**src/sv/bu2x_pkg.sv**
```systemverilog
// bu2x_pkg: shared types and constants for the 2x bilinear upscaler.
// Depends on nothing; imported by every module of the block.
`default_nettype none

package bu2x_pkg;

   // Field widths fixed by the interface
   localparam int CHAN_W  = 8;
   localparam int CFG_W   = 11;
   localparam int COORD_W = 11;

   // Register reset values
   localparam logic [CFG_W-1:0] WIDTH_RESET  = CFG_W'(640);
   localparam logic [CFG_W-1:0] HEIGHT_RESET = CFG_W'(480);

   // Register indexes on the csr port
   typedef enum logic [0:0] {
      CSR_SOURCE_WIDTH  = 1'b0,
      CSR_SOURCE_HEIGHT = 1'b1
   } csr_index_type;

   typedef struct packed {
      logic [CHAN_W-1:0] red;
      logic [CHAN_W-1:0] green;
      logic [CHAN_W-1:0] blue;
   } pixel_type;

   // Four interpolated pixels of one 2x2 neighborhood
   typedef struct packed {
      pixel_type corner;
      pixel_type horiz;
      pixel_type vert;
      pixel_type center;
   } quad_type;

   typedef struct packed {
      logic [CHAN_W-1:0] red_in;
      logic [CHAN_W-1:0] green_in;
      logic [CHAN_W-1:0] blue_in;
   } req_type;

   typedef struct packed {
      logic [COORD_W-1:0] out_row;
      logic [COORD_W-1:0] out_col;
      logic [CHAN_W-1:0]  red_out;
      logic [CHAN_W-1:0]  green_out;
      logic [CHAN_W-1:0]  blue_out;
      logic               last_of_run;
   } rsp_type;

endpackage

`default_nettype wire

```
**src/sv/bu2x_interp.sv**
```systemverilog
// bu2x_interp: averages of one 2x2 neighborhood, truncated per channel.
// Depends on bu2x_pkg. Pure combinational logic.
`default_nettype none

module bu2x_interp (
   input  wire bu2x_pkg::pixel_type p00,
   input  wire bu2x_pkg::pixel_type p01,
   input  wire bu2x_pkg::pixel_type p10,
   input  wire bu2x_pkg::pixel_type p11,
   output      bu2x_pkg::quad_type  quad
);
   import bu2x_pkg::*;

   function automatic logic [CHAN_W-1:0] avg2(input logic [CHAN_W-1:0] a,
                                              input logic [CHAN_W-1:0] b);
      logic [CHAN_W:0] sum;
      sum  = {1'b0, a} + {1'b0, b};
      avg2 = sum[CHAN_W:1];
   endfunction

   function automatic logic [CHAN_W-1:0] avg4(input logic [CHAN_W-1:0] a,
                                              input logic [CHAN_W-1:0] b,
                                              input logic [CHAN_W-1:0] d,
                                              input logic [CHAN_W-1:0] e);
      logic [CHAN_W+1:0] sum;
      sum  = {2'b00, a} + {2'b00, b} + {2'b00, d} + {2'b00, e};
      avg4 = sum[CHAN_W+1:2];
   endfunction

   always_comb begin
      quad.corner       = p00;
      quad.horiz.red    = avg2(p00.red,   p01.red);
      quad.horiz.green  = avg2(p00.green, p01.green);
      quad.horiz.blue   = avg2(p00.blue,  p01.blue);
      quad.vert.red     = avg2(p00.red,   p10.red);
      quad.vert.green   = avg2(p00.green, p10.green);
      quad.vert.blue    = avg2(p00.blue,  p10.blue);
      quad.center.red   = avg4(p00.red,   p01.red,   p10.red,   p11.red);
      quad.center.green = avg4(p00.green, p01.green, p10.green, p11.green);
      quad.center.blue  = avg4(p00.blue,  p01.blue,  p10.blue,  p11.blue);
   end

endmodule

`default_nettype wire

```
**config.mk**
```make
export PLATFORM = sky130hd
export DESIGN_NAME = bu2x_interp
export DESIGN_NICKNAME = d
export VERILOG_FILES = /design/src/sv/bu2x_pkg.sv /design/src/sv/bu2x_interp.sv
export SDC_FILE = /design/constraint.sdc
export NUM_CORES = 1
export LEC_CHECK = 0
export BUFFER_PORTS_ARGS = -buffer_cell sky130_fd_sc_hd__buf_2
export CAP_MARGIN = 20
export CORE_MARGIN = 10
export CORE_UTILIZATION = 45
export DETAILED_ROUTE_END_ITERATION = 10
export PLACE_DENSITY = 0.77
export SLEW_MARGIN = 20
export SYNTH_ARGS = -nofsm -noshare
export SYNTH_HDL_FRONTEND = slang
export SYNTH_SLANG_ARGS = --single-unit
```
**constraint.sdc**
```tcl
create_clock -name vclk -period 5
set_clock_uncertainty 0.1 [all_clocks]
set_input_delay 1 -clock vclk [all_inputs]
set_output_delay 1 -clock vclk [all_outputs]
set_load 0.05 [all_outputs]
```
# After elaboration in Yosys (flattened, before gate mapping)
# Cells that the tools add are included.
# word_totals
ff_bits	0
in_bits	96
output_inout_bits	96
wordCells	15
# op_classes
add_sub_neg	15
# ops
cell	count
8-bit by 8-bit adder with 9-bit output	9
10-bit by 8-bit adder with 10-bit output	3
9-bit by 8-bit adder with 10-bit output	3

# Logic depth before layout (Yosys ltp)
# Gate-level depths: netlist of the first run.
# depth
word_depth	3
mapped_depth	12
mapped_depth_nobuf	12

# Least setup slack after synthesis of the first run
# Ideal clock, no wire load.
# synth_path
kind	in2out
from	input port p00[9] in the netlist's numbering
to	output port quad[13] in the netlist's numbering
arrival_ns	4.445
t_required_ns	3.900
path_slack_ns	-0.545
cell_stages	12
path_buffers	0
cell_sequence	inv_1 > fa_1 > inv_1 > fa_1 > nand2_1 > nor2_1 > fa_1 > a21o_1 > a21oi_1 > nor2b_1 > o31ai_1 > a21boi_0
# synth_lines
element	line	rtl
start, declared	bu2x_interp.sv:6	input wire bu2x_pkg::pixel_type p00,
end, declared	bu2x_interp.sv:10	output bu2x_pkg::quad_type quad

==> summary.txt, run 1 <==
Timing
  • Final slew viol count: 0
  • Final setup viols: 0
  • Max Freq: 0.203 GHz
  • Crit path time final: 4.92 ns
  • Final WS setup: 0.0841 ns
  • Hold Fails Final Rpt: 0
  • Rel. slew slack: 0.697
  • Final period utilization: 0.983
  • Worst-margin pin slew: 0.448 ns

Drt
  • Drt via density: 5.03
  • Post-route DRC: 0
  • Initial DRC Count: 146
  • Antenna Nets Post-Route: 0
  • Routed WL per cell: 14.7 µm
  • DRT Pass-1 Iters: 6
  • Via count: 4139
  • Total Wirelength: 12.1 mm

Global routing
  • Initial antenna violation count: 3
  • First-pass GRT wire length: 19.1 mm
  • Grt ovf: 0
  • Largest net degree at the start of global routing: 6
  • Vias in the first global route: 4293
  • Total track usage: 0.167

Yosys
  • Post-synthesis simple-gate area fraction: 0.0952
  • Sequential-to-total area share from yosys stat: 0
  • Xor/xnor share of the synthesized area: 0.0773
  • Post-synthesis compound-gate area fraction: 0.204
  • Syn avg cell area: 7.89 µm²
  • Synth Area in Adders: 0.455
  • Largest family of logic cells by synthesized area: adder cells
  • Netlist cell types: 40
  • Synth warn: 0
  • Syn_nets: 747
  • Mux contribution to synthesized area: 0.00239
  • Synthesized instance count: 531
  • Mapped cell area: 4190 µm²

Place
  • Port bufs: 192
  • Area post-placement: 5210 µm²
  • Dpl hpwl: 11.2 mm
  • Placer congestion estimate: 0.905
  • Place WS: -0.124 ns

Setup path
  • Worst-path fanout max: 2
  • WP data required: 3.90 ns
  • Critical path arrival: 3.82 ns
  • Crit start category: primary input
  • CP Capture Type: output pin
  • Kind of critical path: primary input to output pin

Pwr
  • Psw: 1.36 mW
  • Power Dens Cells: 367 nW/µm²
  • Gate power share: 1.000
  • Clock Power Share: 0
  • Largest vdd supply drop: 441 µV
  • Sw Share: 0.704
  • Leakage power: 3.14 nW
  • Sequential share of power: 0
  • Int Pwr: 0.573 mW

Layout
  • Commonest non-fill, non-tap cell in the layout: buf_2
  • Commonest cells after routing, fill and taps aside: buf_2, inv_1, ha_1, fa_1, nor2_1
  • Post-route cell area: 5270 µm²
  • Seq Cell Count: 0
  • FF+latch area: 0 µm²
  • ANT cells: 0
  • Area of the multi-input gates: 3540 µm²
  • P&R area growth vs syn: 25.7%
  • Layout cell share with drive strength beyond 1: 0.312
  • Fillcell total: 864
  • Nets@finish: 930
  • Clock buffers: 0

Hold path
  • Hold Path Class: primary input to output pin

Outcome
  • Status: complete, no violations

Die
  • DIE AREA: 13600 µm²
  • Chip width: 117 µm
  • Row count: 35
  • Initial core utilization: 0.458
  • Chip height: 117 µm
  • Core area: 9150 µm²
  • I/O pins: 192

Run
  • Total of max-cap violations: 0

CTS
  • CTS Hold Bufs: 0
## critical path, cell delays in order
cell       delay, ns
buf_2           0.09
inv_1           0.05
fa_1            0.49
fa_1            0.53
inv_2           0.05
ha_1            0.28
and4b_1         0.19
o2111a_1        0.28
a2111oi_4       0.35
a21oi_2         0.13
xor2_2          0.19
buf_6           0.18
## cells by family (layout without fill, tap and decap cells)
group | after synthesis | after routing
buffers and inverters | 161 | 342
adders and majority gates | 120 | 120
and+or+nand+nor | 88 | 88
AOI/OAI and AO/OA | 124 | 124
muxes | 1 | 1
xor gates and xnor gates | 37 | 37
## power groups by stage
stage	Sequential, mW	Clock, mW	Combinational [mW]
after floorplan	0	0	1.48
after global placement	0	0	1.86
after detailed placement	0	0	1.89
after CTS	0	0	1.92
after global routing	0	0	2.09
final	0	0	1.93
## cell usage after synthesis, types with 2 or more instances
library cell	number	area, µm²
a211oi_1	4	30.0
a21boi_0	13	97.6
a21o_1	17	128
a21oi_1	29	145
a31oi_1	2	12.5
and4b_1	2	20.0
buf_4	24	180
fa_1	54	1080
ha_1	66	826
inv_1	137	514
nand2_1	13	48.8
nand3_1	2	10.0
nand4_1	3	18.8
nor2_1	49	184
nor2b_1	5	31.3
nor3_1	6	30.0
nor4_1	3	18.8
o211a_1	3	30.0
o211ai_1	5	37.5
o21a_1	10	75.1
o21ai_0	17	85.1
o21bai_1	7	52.6
o311ai_0	2	17.5
o31ai_1	7	52.6
xnor2_1	21	184
xor2_1	16	140
## cell type report
cell class / instances / area share
multi-input combinational: 370 / 0.671
inverter: 137 / 0.0976
tap: 111 / 0.0264
timing repair buffer: 205 / 0.205
## path summary, 6_finish.rpt
path                  startpoint        to  slack, ns  depth (start not counted)
worst max-delay path     p10[10]  quad[14]       0.08                         12
worst min-delay path     p00[18]  quad[90]       2.23                          2
## metrics by stage
step / power [mW] / utilization / hold slack, ns / cells / TNS, ns
floorplan: 1.48 / - / 2.07 / 531 / 0
global placement: 1.86 / 0.570 / 2.23 / 821 / -0.0501
detailed placement: 1.89 / 0.570 / 2.23 / 821 / -0.156
CTS: 1.92 / 0.571 / 2.23 / 821 / 0
global route: 2.09 / 0.576 / 2.24 / 823 / -0.0475
finish: 1.93 / 0.576 / 2.23 / 823 / 0
## metal layers
metal | global-route usage | wire length (µm) | up-vias
met5 | 0 | 35 | -
met4 | 0.0325 | 261 | 6
met3 | 0.0344 | 872 | 24
met2 | 0.318 | 6360 | 137
met1 | 0.185 | 4610 | 1905
li1 | - | - | 2067
## repair_timing
item | 4_1_cts | 5_1_grt
gates resized for setup | 6 | 13
pin swaps | 0 | 11
buffers inserted | 0 | 2
setup endpoints to repair | 3 | 8
Power figures use the tool's default switching activity.
==> run 2: changes to the inputs <==
--- a/config.mk
+++ b/config.mk
@@ -7,10 +7,9 @@
 export LEC_CHECK = 0
 export BUFFER_PORTS_ARGS = -buffer_cell sky130_fd_sc_hd__buf_2
 export CAP_MARGIN = 20
-export CORE_MARGIN = 10
-export CORE_UTILIZATION = 45
+export CORE_UTILIZATION = 50
 export DETAILED_ROUTE_END_ITERATION = 10
-export PLACE_DENSITY = 0.77
+export PLACE_DENSITY = 0.85
 export SLEW_MARGIN = 20
 export SYNTH_ARGS = -nofsm -noshare
 export SYNTH_HDL_FRONTEND = slang
==> run 2 against run 1 <==
Against the previous run: via count rose by 0.89%; routed wire length fell by 14%; highest routed layer is now met4; largest cell class unchanged; total power rose by 0.16%; critical endpoint is now quad[23].
==> summary.txt, run 2 (same netlist as run 1, synthesis figures left out) <==
Layout
  • P&R area growth vs syn: 25.6% (about the same)
  • Clock buffers: 0 (unchanged)
  • FF+latch area: 0 µm² (unchanged)
  • Commonest non-fill, non-tap cell in the layout: buf_2
  • Post-route cell area: 5270 µm² (about the same)
  • Commonest cells after routing, fill and taps aside: buf_2, inv_1, ha_1, fa_1, nor2_1
  • Fillcell total: 705 (-18%)
  • Seq Cell Count: 0 (unchanged)
  • Nets@finish: 929 (-0.11%)
  • Layout cell share with drive strength beyond 1: 0.312 (+0.000439)

Place
  • Port bufs: 192 (unchanged)
  • Dpl hpwl: 9.42 mm (-15%)
  • Placer congestion estimate: 0.906 (about the same)
  • Area post-placement: 5200 µm² (-0.14%)

CTS
  • CTS Hold Bufs: 0 (unchanged)

Outcome
  • Status: complete, no violations

Setup path
  • CP bufs+invs: 5 (+1)
  • CP max stage cell: fa_1
  • Critical path arrival: 3.77 ns (-0.05 ns)
  • Crit-path cells: buf_2, inv_1, fa_1, inv_1, fa_1, and3b_1, fa_2, a21o_1, a21oi_2, buf_4, o21ai_0, o211ai_1, a21oi_1, buf_4
  • Worst-path fanout max: 3 (+1)
  • Crit path largest cell delay: 0.54 ns (about the same)
  • Kind of critical path: primary input to output pin
  • CP Capture Type: output pin
  • Crit start category: primary input
  • Top delay family on crit path: adder cells
  • WP data required: 3.90 ns (about the same)

Timing
  • Max Freq: 0.205 GHz (+0.92%)
  • WHS: 2.23 ns (-0.00120 ns)
  • Final slew viol count: 0 (unchanged)
  • Setup TNS: 0 ns (unchanged)
  • Final period utilization: 0.974 (-0.00897)
  • Final setup viols: 0 (unchanged)
  • Hold Fails Final Rpt: 0 (unchanged)
  • Crit path time final: 4.87 ns (-0.0449 ns)
  • Worst-margin pin slew: 0.390 ns (-0.0581 ns)
  • Rel. slew slack: 0.738 (+0.0403)

Drt
  • Via count: 4176 (+0.89%)
  • Routed WL per cell: 12.8 µm (-13%)
  • Drt via density: 5.11 (+1.6%)
  • Antenna Nets Post-Route: 0 (unchanged)
  • Total Wirelength: 10.4 mm (-14%)
  • DRT Pass-1 Iters: 4 (-2)
  • Initial DRC Count: 97 (-34%)
  • Post-route DRC: 0 (unchanged)

Global routing
  • Total track usage: 0.238 (+0.0708)
  • Initial antenna violation count: 1 (-2)
  • First-pass GRT wire length: 17.2 mm (-9.7%)
  • Vias in the first global route: 4102 (-4.4%)
  • Grt ovf: 0 (unchanged)
  • Largest net degree at the start of global routing: 6 (unchanged)

Hold path
  • Hold Path Stages: 2 (unchanged)
  • Hold Path Class: primary input to output pin
  • Hold worst-path end: quad[91]
  • HP Start: p00[19]

Die
  • Core area: 8180 µm² (-11%)
  • DIE AREA: 8750 µm² (-36%)
  • Chip height: 93.6 µm (-20%)
  • Row count: 33 (-5.7%)
  • I/O pins: 192 (unchanged)
  • Initial core utilization: 0.513 (+0.0547)
  • Chip width: 93.6 µm (-20%)

Pwr
  • Pwr Total: 1.94 mW (+0.16%)
  • Power Dens Cells: 368 nW/µm² (+0.23%)
  • Largest vdd supply drop: 611 µV (+39%)
  • Leakage power: 3.14 nW (-0.12%)

Run
  • Total of max-cap violations: 0 (unchanged)
[run 2: changes by cell type in the layout (fill, tap and decap cells not counted), sizes merged]
| cell | change |
|---|---|
| buf | -1 |
| diode | +1 |
[run 2: timing repair]
action,CTS,global route
endpoints found under the setup margin,4,9
setup buffers,0,1
pin swaps,0,7
resized for setup,5,18
gates cloned,0,0
[run 2: routing by layer]
metal  routed length, µm  track usage  share of wire  vias up
met2                5600        0.479           0.54      134
met5                   0            0              0        -
met3                 569       0.0252          0.054       20
li1                    -            -              -     2054
met1                4060        0.265           0.39     1968
met4                 221       0.0449          0.021        0
[run 2: power by group]
group / internal (mW) / switching (mW)
registers: 0 / 0
clock network: 0.0000000268 / 0
logic: 0.590 / 1.35
[run 2: worst max path at each step]
stage / start / to / slack [ns] / depth (start not counted)
2_1_floorplan: p00[10] / quad[14] / 0.10 / 10
3_3_place_gp: p00[9] / quad[13] / -0.007 / 14
3_5_place_dp: p00[9] / quad[13] / -0.06 / 14
4_1_cts: p00[1] / quad[7] / 0.005 / 14
5_1_grt: p01[9] / quad[13] / -0.004 / 14
6_report: p00[17] / quad[23] / 0.13 / 14
[run 2: area by class of cell]
cell class | instances | area (µm²) | area share
repair buffers | 204 | 1070 | 0.204
well taps | 105 | 131 | 0.0249
inverters | 137 | 514 | 0.0976
diodes | 1 | 2.50 | 0.000475
multi-input cells | 370 | 3550 | 0.673
[run 2: per-stage QoR]
stage	util	setup slack [ns]	instances
after floorplan	-	0.103	531
final	0.644	0.129	817
after global placement	0.637	-0.00682	815
after detailed placement	0.637	-0.0612	815
after global routing	0.644	-0.00388	817
after CTS	0.638	0.00462	815
